### config.mk
export PLATFORM = sky130hd
export DESIGN_NAME = line_area_linear_resampler
export DESIGN_NICKNAME = d
export VERILOG_FILES = /design/src/lalr_pkg.sv /design/src/lalr_ctrl.sv /design/src/lalr_dp.sv /design/src/line_area_linear_resampler.sv
export SDC_FILE = /design/constraint.sdc
export NUM_CORES = 2
export LEC_CHECK = 0
export BUFFER_PORTS_ARGS = -buffer_cell sky130_fd_sc_hd__buf_2
export CAP_MARGIN = 30
export CORE_AREA = 2 2 337 339
export CTS_CLUSTER_SIZE = 16
export DETAILED_ROUTE_END_ITERATION = 8
export DIE_AREA = 0 0 339 341
export PLACE_DENSITY = 0.87
export SYNTH_ARGS = -nofsm -noshare
export SYNTH_HDL_FRONTEND = slang
export SYNTH_HIERARCHICAL = 1
export SYNTH_SLANG_ARGS = --single-unit
### constraint.sdc
create_clock -name clk -period 19.55 [get_ports clk]
set_input_delay 0.9775 -clock clk [delete_from_list [all_inputs] [get_ports clk]]
set_output_delay 0.9775 -clock clk [all_outputs]
set_load 0.1 [all_outputs]
### src/lalr_pkg.sv
// Shared types and constants of the line resampler.
package lalr_pkg;

    localparam int LEN_W         = 13;
    localparam int SAMPLE_W      = 16;
    localparam int FRAC_BITS_DEF = 16;
    localparam int MAX_RESULTS   = 32;
    localparam int CNT_W         = 6;
    localparam int CFG_IDX_W     = 2;

    // register indexes of the configuration port
    localparam logic [CFG_IDX_W-1:0] REG_IN_LEN  = 2'd0;
    localparam logic [CFG_IDX_W-1:0] REG_OUT_LEN = 2'd1;
    localparam logic [CFG_IDX_W-1:0] REG_STEP    = 2'd2;
    localparam logic [CFG_IDX_W-1:0] REG_GAIN    = 2'd3;

    typedef enum logic [1:0] {
        SRC_BIN,
        SRC_ACC,
        SRC_SAMPLE
    } emit_src_t;

    typedef enum logic [3:0] {
        ST_IDLE,
        ST_SCHK,
        ST_MULW,
        ST_ACC,
        ST_EMIT_BIN,
        ST_LASTCHK,
        ST_FLUSH,
        ST_ECHK,
        ST_IW,
        ST_IM1,
        ST_IM2,
        ST_EMIT_INT,
        ST_FINISH
    } state_t;

    typedef struct packed {
        logic      load;
        logic      piece;
        logic      piece_tail;
        logic      mulw;
        logic      acc;
        logic      w1;
        logic      m1;
        logic      m2;
        logic      emit;
        emit_src_t emit_src;
        logic      finish;
    } dp_cmd_t;

    typedef struct packed {
        logic shrink;
        logic first;
        logic last;
        logic can_emit;
        logic idx_lt_len;
        logic pos_le_hi;
        logic pos_lt0;
        logic pos_lt_lo;
        logic out_free;
    } dp_sts_t;

endpackage

### src/lalr_ctrl.sv
// Sequencer of the line resampler: walks one input request through its steps.
module lalr_ctrl
    import lalr_pkg::*;
(
    input  logic    clk,
    input  logic    rst_n,
    input  logic    in_valid,
    output logic    in_ready,
    input  dp_sts_t sts,
    output dp_cmd_t cmd
);

    state_t state_reg, state_next;
    logic   tail_reg, tail_next;

    // state register
    always_ff @(posedge clk or negedge rst_n)
    begin
        if (!rst_n)
        begin
            state_reg <= ST_IDLE;
            tail_reg  <= 1'b0;
        end
        else
        begin
            state_reg <= state_next;
            tail_reg  <= tail_next;
        end
    end

    // next state and commands
    always_comb
    begin
        state_next = state_reg;
        tail_next  = tail_reg;
        cmd        = '0;
        cmd.emit_src = SRC_BIN;
        in_ready   = 1'b0;
        unique case (state_reg)
            ST_IDLE:
            begin
                in_ready = 1'b1;
                if (in_valid)
                begin
                    cmd.load   = 1'b1;
                    state_next = sts.shrink ? ST_SCHK : ST_ECHK;
                end
            end
            // shrink: close bins that end inside this sample, then the tail piece
            ST_SCHK:
            begin
                if (sts.can_emit && sts.pos_le_hi)
                begin
                    cmd.piece  = 1'b1;
                    tail_next  = 1'b0;
                    state_next = ST_MULW;
                end
                else if (sts.idx_lt_len && !sts.pos_le_hi)
                begin
                    cmd.piece      = 1'b1;
                    cmd.piece_tail = 1'b1;
                    tail_next      = 1'b1;
                    state_next     = ST_MULW;
                end
                else
                begin
                    state_next = ST_LASTCHK;
                end
            end
            ST_MULW:
            begin
                cmd.mulw   = 1'b1;
                state_next = ST_ACC;
            end
            ST_ACC:
            begin
                cmd.acc    = 1'b1;
                state_next = tail_reg ? ST_LASTCHK : ST_EMIT_BIN;
            end
            ST_EMIT_BIN:
            begin
                if (sts.out_free)
                begin
                    cmd.emit     = 1'b1;
                    cmd.emit_src = SRC_BIN;
                    state_next   = ST_SCHK;
                end
            end
            ST_LASTCHK:
            begin
                state_next = sts.last ? ST_FLUSH : ST_FINISH;
            end
            // line end: remaining bins or the last sample
            ST_FLUSH:
            begin
                if (!sts.can_emit)
                begin
                    state_next = ST_FINISH;
                end
                else if (sts.out_free)
                begin
                    cmd.emit     = 1'b1;
                    cmd.emit_src = sts.shrink ? SRC_BIN : SRC_SAMPLE;
                end
            end
            // enlarge: edge clamp on the first sample, interpolation after
            ST_ECHK:
            begin
                if (sts.first)
                begin
                    if (sts.can_emit && sts.pos_lt0)
                    begin
                        if (sts.out_free)
                        begin
                            cmd.emit     = 1'b1;
                            cmd.emit_src = SRC_SAMPLE;
                        end
                    end
                    else
                    begin
                        state_next = ST_LASTCHK;
                    end
                end
                else if (sts.can_emit && sts.pos_lt_lo)
                begin
                    state_next = ST_IW;
                end
                else
                begin
                    state_next = ST_LASTCHK;
                end
            end
            ST_IW:
            begin
                cmd.w1     = 1'b1;
                state_next = ST_IM1;
            end
            ST_IM1:
            begin
                cmd.m1     = 1'b1;
                state_next = ST_IM2;
            end
            ST_IM2:
            begin
                cmd.m2     = 1'b1;
                state_next = ST_EMIT_INT;
            end
            ST_EMIT_INT:
            begin
                if (sts.out_free)
                begin
                    cmd.emit     = 1'b1;
                    cmd.emit_src = SRC_ACC;
                    state_next   = ST_ECHK;
                end
            end
            ST_FINISH:
            begin
                cmd.finish = 1'b1;
                state_next = ST_IDLE;
            end
            default:
            begin
                state_next = ST_IDLE;
            end
        endcase
    end

endmodule

### src/lalr_dp.sv
// Datapath of the line resampler: registers, position arithmetic, multipliers, output stage.
module lalr_dp
    import lalr_pkg::*;
#(
    parameter int FRAC_BITS = FRAC_BITS_DEF
)
(
    input  logic                   clk,
    input  logic                   rst_n,
    input  logic [SAMPLE_W-1:0]    sample_in,
    input  logic                   cfg_valid,
    input  logic [CFG_IDX_W-1:0]   cfg_index,
    input  logic [LEN_W+FRAC_BITS-1:0] cfg_data,
    output logic                   out_valid,
    input  logic                   out_ready,
    output logic [SAMPLE_W-1:0]    sample_out,
    output logic                   line_last,
    input  dp_cmd_t                cmd,
    output dp_sts_t                sts
);

    localparam int F      = FRAC_BITS;
    localparam int STEP_W = LEN_W + F;
    localparam int GAIN_W = F + 1;
    localparam int PW     = STEP_W + 16;
    localparam int W_W    = F + 2;
    localparam int BIN_W  = F + 31;
    localparam int ACC_W  = F + 17;
    localparam int ONE    = 1 << F;
    localparam logic signed [PW-1:0] ONE_P  = PW'(ONE);
    localparam logic signed [PW-1:0] HALF_P = PW'(ONE / 2);
    localparam logic signed [PW-1:0] SKIP_P = PW'(ONE / 1000);
    localparam logic [SAMPLE_W-1:0]  SAT    = '1;

    logic [LEN_W-1:0]    in_len_reg, out_len_reg, in_len_n, out_len_n;
    logic [STEP_W-1:0]   step_reg, step_n;
    logic [GAIN_W-1:0]   gain_reg, gain_n;
    logic [LEN_W-1:0]    in_index_reg, out_index_reg;
    logic signed [PW-1:0] position_reg, start_reg;
    logic [BIN_W-1:0]    bin_sum_reg;
    logic [SAMPLE_W-1:0] prev_reg, s_reg;
    logic                last_reg;
    logic [CNT_W-1:0]    n_reg;
    logic [F:0]          len_reg, w1_reg;
    logic                len_ok_reg;
    logic [W_W-1:0]      w_reg;
    logic [ACC_W-1:0]    acc_reg;
    logic                out_valid_reg;
    logic [SAMPLE_W-1:0] sample_out_reg;
    logic                line_last_reg;

    logic                 cfg_we, shrink, shrink_n;
    logic [LEN_W-1:0]     eff_in, eff_in_n;
    logic signed [PW-1:0] lo, hi, pos_init, len_full, d_full, pos_step;
    logic [2*GAIN_W-1:0]  wprod;
    logic [ACC_W-1:0]     interp_round;
    logic [BIN_W-1:0]     bin_round;
    logic [SAMPLE_W-1:0]  emit_val;
    logic                 out_free;

    // register values after a write in this cycle, for the line restart
    always_comb
    begin
        cfg_we    = cfg_valid;
        in_len_n  = in_len_reg;
        out_len_n = out_len_reg;
        step_n    = step_reg;
        gain_n    = gain_reg;
        if (cfg_we)
        begin
            unique case (cfg_index)
                REG_IN_LEN:  in_len_n  = cfg_data[LEN_W-1:0];
                REG_OUT_LEN: out_len_n = cfg_data[LEN_W-1:0];
                REG_STEP:    step_n    = cfg_data;
                REG_GAIN:    gain_n    = cfg_data[GAIN_W-1:0];
                default:     in_len_n  = in_len_reg;
            endcase
        end
    end

    // mode and line-start position
    assign eff_in   = (in_len_reg == '0) ? LEN_W'(1) : in_len_reg;
    assign eff_in_n = (in_len_n == '0) ? LEN_W'(1) : in_len_n;
    assign shrink   = out_len_reg < eff_in;
    assign shrink_n = out_len_n < eff_in_n;
    assign pos_init = shrink_n ? signed'(PW'(step_n))
                               : signed'(PW'(step_n >> 1)) - HALF_P;

    // sample span and the pieces of it
    assign lo       = signed'({{(PW-LEN_W-F){1'b0}}, in_index_reg, {F{1'b0}}});
    assign hi       = lo + ONE_P;
    assign len_full = cmd.piece_tail ? (hi - start_reg) : (position_reg - start_reg);
    assign d_full   = position_reg - (lo - ONE_P);
    assign pos_step = position_reg + signed'(PW'(step_reg));
    assign wprod    = len_reg * gain_reg + (2*GAIN_W)'(ONE / 2);

    // rounded results
    assign bin_round    = bin_sum_reg + BIN_W'(ONE / 2);
    assign interp_round = acc_reg + ACC_W'(ONE / 2);
    always_comb
    begin
        unique case (cmd.emit_src)
            SRC_BIN:
                emit_val = (bin_round[BIN_W-1:F] > (BIN_W-F)'(SAT)) ? SAT
                           : bin_round[F+SAMPLE_W-1:F];
            SRC_ACC:
                emit_val = (interp_round[ACC_W-1:F] > (ACC_W-F)'(SAT)) ? SAT
                           : interp_round[F+SAMPLE_W-1:F];
            default:
                emit_val = s_reg;
        endcase
    end

    assign out_free = !out_valid_reg || out_ready;

    // control state: registers, line counters, position, bin sum
    always_ff @(posedge clk or negedge rst_n)
    begin
        if (!rst_n)
        begin
            in_len_reg    <= LEN_W'(2);
            out_len_reg   <= LEN_W'(2);
            step_reg      <= STEP_W'(ONE);
            gain_reg      <= GAIN_W'(ONE);
            in_index_reg  <= '0;
            out_index_reg <= '0;
            position_reg  <= '0;
            start_reg     <= '0;
            bin_sum_reg   <= '0;
            prev_reg      <= '0;
            last_reg      <= 1'b0;
            n_reg         <= '0;
            out_valid_reg <= 1'b0;
        end
        else
        begin
            if (out_ready)
            begin
                out_valid_reg <= 1'b0;
            end
            if (cmd.load)
            begin
                start_reg <= lo;
                n_reg     <= '0;
                last_reg  <= ({1'b0, in_index_reg} + (LEN_W+1)'(1)) >= {1'b0, eff_in};
            end
            if (cmd.acc)
            begin
                bin_sum_reg <= bin_sum_reg + BIN_W'(s_reg * w_reg);
            end
            if (cmd.emit)
            begin
                out_valid_reg <= 1'b1;
                out_index_reg <= out_index_reg + LEN_W'(1);
                position_reg  <= pos_step;
                n_reg         <= n_reg + CNT_W'(1);
                if (cmd.emit_src == SRC_BIN)
                begin
                    bin_sum_reg <= '0;
                    if (position_reg > start_reg)
                    begin
                        start_reg <= position_reg;
                    end
                end
            end
            // line restart at the last sample or on a register write
            if ((cmd.finish && last_reg) || cfg_we)
            begin
                in_index_reg  <= '0;
                out_index_reg <= '0;
                bin_sum_reg   <= '0;
                prev_reg      <= '0;
                position_reg  <= pos_init;
            end
            else if (cmd.finish)
            begin
                prev_reg     <= s_reg;
                in_index_reg <= in_index_reg + LEN_W'(1);
            end
            in_len_reg  <= in_len_n;
            out_len_reg <= out_len_n;
            step_reg    <= step_n;
            gain_reg    <= gain_n;
        end
    end

    // payload: sample, piece weight, interpolation accumulator, output data
    always_ff @(posedge clk)
    begin
        if (cmd.load)
        begin
            s_reg <= sample_in;
        end
        if (cmd.piece)
        begin
            len_ok_reg <= len_full > SKIP_P;
            len_reg    <= len_full[F:0];
        end
        if (cmd.mulw)
        begin
            w_reg <= len_ok_reg ? wprod[F+W_W-1:F] : '0;
        end
        if (cmd.w1)
        begin
            if (d_full < 0)
                w1_reg <= '0;
            else if (d_full > ONE_P)
                w1_reg <= (F+1)'(ONE);
            else
                w1_reg <= d_full[F:0];
        end
        if (cmd.m1)
        begin
            acc_reg <= ACC_W'(prev_reg * ((F+1)'(ONE) - w1_reg));
        end
        if (cmd.m2)
        begin
            acc_reg <= acc_reg + ACC_W'(s_reg * w1_reg);
        end
        if (cmd.emit)
        begin
            sample_out_reg <= emit_val;
            line_last_reg  <= ({1'b0, out_index_reg} + (LEN_W+1)'(1)) == {1'b0, out_len_reg};
        end
    end

    // status to the sequencer
    always_comb
    begin
        sts.shrink     = shrink;
        sts.first      = in_index_reg == '0;
        sts.last       = last_reg;
        sts.idx_lt_len = out_index_reg < out_len_reg;
        sts.can_emit   = (out_index_reg < out_len_reg) && (n_reg < CNT_W'(MAX_RESULTS));
        sts.pos_le_hi  = position_reg <= hi;
        sts.pos_lt0    = position_reg < 0;
        sts.pos_lt_lo  = position_reg < lo;
        sts.out_free   = out_free;
    end

    assign out_valid  = out_valid_reg;
    assign sample_out = sample_out_reg;
    assign line_last  = line_last_reg;

endmodule

### src/line_area_linear_resampler.sv
// Top level of the one-dimensional line resampler.
//
// Input channel (in_valid/in_ready/sample_in) takes one Q8.8 sample per
// request; output channel (out_valid/out_ready/sample_out/line_last) gives
// resampled Q8.8 samples, line_last on the final sample of a line.
// Configuration channel (cfg_valid/cfg_ready/cfg_index/cfg_data) writes
// in_len, out_len, step and gain; any write restarts the current line.
// One sample is handled at a time by the sequencer. Shrinking walks each
// sample through SCHK and, per finished bin, MULW, ACC and EMIT_BIN, with a
// partial tail piece through MULW and ACC; enlarging walks IW, IM1, IM2 and
// EMIT_INT per interpolated result. An issued result is held in the output
// register until the receiver takes it.
// Reset restores in_len = out_len = 2, step = gain = 1.0 and an empty line.
// When the receiver stalls the output register holds its request and the
// sequencer waits for it to drain before the next result; the input side
// is taken again only when the current sample is finished.
module line_area_linear_resampler
    import lalr_pkg::*;
#(
    parameter int FRAC_BITS = FRAC_BITS_DEF
)
(
    input  logic                       clk,
    input  logic                       rst_n,
    input  logic                       in_valid,
    output logic                       in_ready,
    input  logic [SAMPLE_W-1:0]        sample_in,
    output logic                       out_valid,
    input  logic                       out_ready,
    output logic [SAMPLE_W-1:0]        sample_out,
    output logic                       line_last,
    input  logic                       cfg_valid,
    output logic                       cfg_ready,
    input  logic [CFG_IDX_W-1:0]       cfg_index,
    input  logic [LEN_W+FRAC_BITS-1:0] cfg_data
);

    dp_cmd_t cmd;
    dp_sts_t sts;

    assign cfg_ready = 1'b1;

    lalr_ctrl u_ctrl (
        .clk      (clk),
        .rst_n    (rst_n),
        .in_valid (in_valid),
        .in_ready (in_ready),
        .sts      (sts),
        .cmd      (cmd)
    );

    lalr_dp #(
        .FRAC_BITS (FRAC_BITS)
    ) u_dp (
        .clk        (clk),
        .rst_n      (rst_n),
        .sample_in  (sample_in),
        .cfg_valid  (cfg_valid),
        .cfg_index  (cfg_index),
        .cfg_data   (cfg_data),
        .out_valid  (out_valid),
        .out_ready  (out_ready),
        .sample_out (sample_out),
        .line_last  (line_last),
        .cmd        (cmd),
        .sts        (sts)
    );

    // the sequencer leaves idle once a sample is taken
    assert property (@(posedge clk) disable iff (!rst_n)
        in_valid && in_ready |=> !in_ready)
        else $error("input taken twice in a row");

    // a new result shows up only while a sample is in work
    assert property (@(posedge clk) disable iff (!rst_n)
        $rose(out_valid) |-> !in_ready)
        else $error("result raised while idle");

    // results are only issued into a free output register, within the line and per-sample limits
    assert property (@(posedge clk) disable iff (!rst_n)
        cmd.emit |-> sts.out_free && sts.can_emit)
        else $error("result issued into busy output or beyond cap");

endmodule

==> results.ini <==
[critical_path]
rr_startpoint = u_dp/w1_reg[3]
reg2reg_slack_ns = 10.72
crit_start = u_dp/w1_reg[3]
critPathKind = flip-flop to flip-flop
crit_end = u_dp/acc_reg[32]
worstSetupEndpointType = flip-flop
ff2ff_path_depth = 29
critPathLaunchType = flip-flop
r2r_end = u_dp/acc_reg[32]
path_common_cell = fa_1
worstPathRequired_ns = 19.94
cp_slowest_cell = edfxtp_1
max_stage_delay_ns = 0.69
crit_path_max_fanout = 19
crit_arrival_ns = 9.22

[sta]
fin_tns_setup_ns = 0
slew_violations = 0
setup_viol = 0
max_freq_mhz = 113
rsz0062_at_grt = false
relSlewSlack_pct = 27.9
period_share_pct = 45.2
tightest_slew_ns = 1.08
fin_skew_ns = 0.0508
finalHoldViolCount = 0
fin_crit_ns = 8.83

[global_routing]
grt_util_met1_pct = 39.7
gr-max-usage-layer = met2
antenna_found_initial = 10
grt_first_pass_wirelength_mm = 299
gr-usage-met3_pct = 6.70
grt_start_max_net_pins = 98
grt_util_met2_pct = 53.5
gr-total-overflow = 0
grt_pass1_vias = 57600
grt_usage_pct = 32.3

[logic_synthesis]
async_flop_share_pct = 68.9
synth_xor_area_share_pct = 4.16
synth_top_family_by_area = adder cells
seq_area_frac_synth_pct = 15.3
synthDistinctLibCells = 101
syn-cell-area_um2 = 66700
synthMuxAreaShare_pct = 2.32
synth_common_cells = inv_1 (1,477), fa_1 (1,004), nand2_1 (903)
syn_inst = 7533
synth_compound_area_share_pct = 10.2
synth_top_area_share_pct = 30.1
synthTopCellsByArea = fa_1 (30%), ha_1 (12%), dfrtp_1 (9.8%)
synth_edf_count = 119
synthSimpleGateAreaFrac_pct = 16.2
synth_most_common_cell = inv_1
yosys_warnings = 6
synth_largest_area_cell = fa_1
synth_fa_ha_area_share_pct = 41.6
synthesis.nets = 9203
synth-seq-cells = 383
ys.flop_type = dfrtp_1
synth_area_per_cell_um2 = 8.86

[cells_and_area]
finalNonFillerCells = 8946
drive_gt1_share_pct = 4.40
largest_register_ffs = 47
area.growth.synth_to_final_pct = 5.20
finalNetCount = 9069

[clock_network]
cts_root_buffer = clkbuf_16
cts_buffer_depth = 3
path_clk_slew_ns = 0.06
cts_tree = yes
post_cts_resized = 0
insertion_delay_ns = 0.68
cts_inserted_buffers = 49
htreeDepth = 2
post_cts_buffers = 0
clock_sinks = 383
hold_buffers = 0

[routing]
via_per_inst = 6.00
dr_total_vias = 53700
drt_wl_total_mm = 184
dr.pass1.iters = 6
postRouteAntennaNets = 0
drc = 0
initialDrtViolationCount = 4479
wl_per_cell_um = 20.6

[placed_design]
gp_congestion = 0.996
dpl.cell_count = 8847
hpwl_mm = 140
io_buffers = 70

[run]
maxCapViolations = 0

[floorplanning]
die_area_um2 = 116000
die_width_um = 339
start_util_pct = 59.6
fp.dieH_um = 341
rows = 123
ios = 72
core_um2 = 112000

[status]
outcome = completed

[min_path]
min-delay-path-class = primary input to async pin

-- final cells by class --
type / count / area, um2
antenna: 6 / 15.0
clock buffer: 62 / 1380
clock inverter: 30 / 382
fill: 8800 / 41700
inverter: 1479 / 5550
multi-input combinational: 5341 / 49800
sequential: 383 / 10200
tap: 1500 / 1880
timing repair buffer: 145 / 1000
-- per-stage QoR --
step	utilization, %	setup slack, ns	instance area (um2)	hold slack [ns]
after floorplan	-	11.90	66700	0.448
after global placement	61.0	10.73	68300	0.484
after detailed placement	61.1	10.87	68400	0.482
after CTS	62.7	10.85	70200	0.401
after global routing	62.7	10.36	70200	0.439
final	62.7	10.72	70200	0.362
-- cell families after synthesis --
| logic type | after synthesis |
|---|---|
| adders and majority gates | 1618 |
| AOI/OAI and AO/OA | 1039 |
| other | 1 |
| and+or+nand+nor | 2217 |
| xor gates and xnor gates | 317 |
| buffers and inverters | 1809 |
| DFF | 383 |
| muxes | 149 |
-- critical path, delay by kind of cell, from the launching register on --
family | cells | cell delay, ns
multiplexers | 1 | 0.09
AND/OR/NAND/NOR | 7 | 1.55
buffers and inverters | 4 | 0.40
AO/OA/AOI/OAI | 8 | 1.69
XOR/XNOR | 2 | 0.70
flip-flops | 1 | 0.69
adder cells (fa/ha/maj) | 7 | 3.45
-- metal layers --
layer  wire (um)  share of wire (%)
met5          58              0.031
met4       11200                6.1
met3       18200                9.9
met2       86300                 47
met1       68500                 37
-- placed cells by master (no fill, tap or decap), types with 54 or more instances in the layout --
cell,netlist,layout
fa_1,1004,1004
buf_4,6,68
o21ai_0,201,201
mux2i_1,108,108
nand2_1,903,902
buf_2,8,69
nor2_1,278,275
dfrtp_1,260,260
inv_1,1477,1477
xnor2_1,201,199
nor3_1,86,84
xor2_1,116,116
nand3_1,108,108
nand2b_1,63,63
a21oi_1,281,278
edfxtp_1,119,119
ha_1,614,614
and2_1,501,500
a21o_1,112,112
o21a_1,55,54
-- worst min-delay path by stage --
stage / cells after the start / slack, ns / start / endpoint
after floorplan: 1 / 0.45 / u_dp/n_reg[5] / u_dp/n_reg[5]
after global placement: 1 / 0.48 / u_dp/start_reg[29] / u_dp/start_reg[29]
after detailed placement: 1 / 0.48 / u_dp/start_reg[29] / u_dp/start_reg[29]
after CTS: 1 / 0.40 / rst_n / u_dp/bin_sum_reg[14]
after global routing: 1 / 0.44 / rst_n / u_dp/bin_sum_reg[14]
final: 1 / 0.36 / rst_n / u_dp/bin_sum_reg[13]
Power is not shown: default switching activity piles up to over one toggle a cycle in this logic, so the estimate is an artifact.
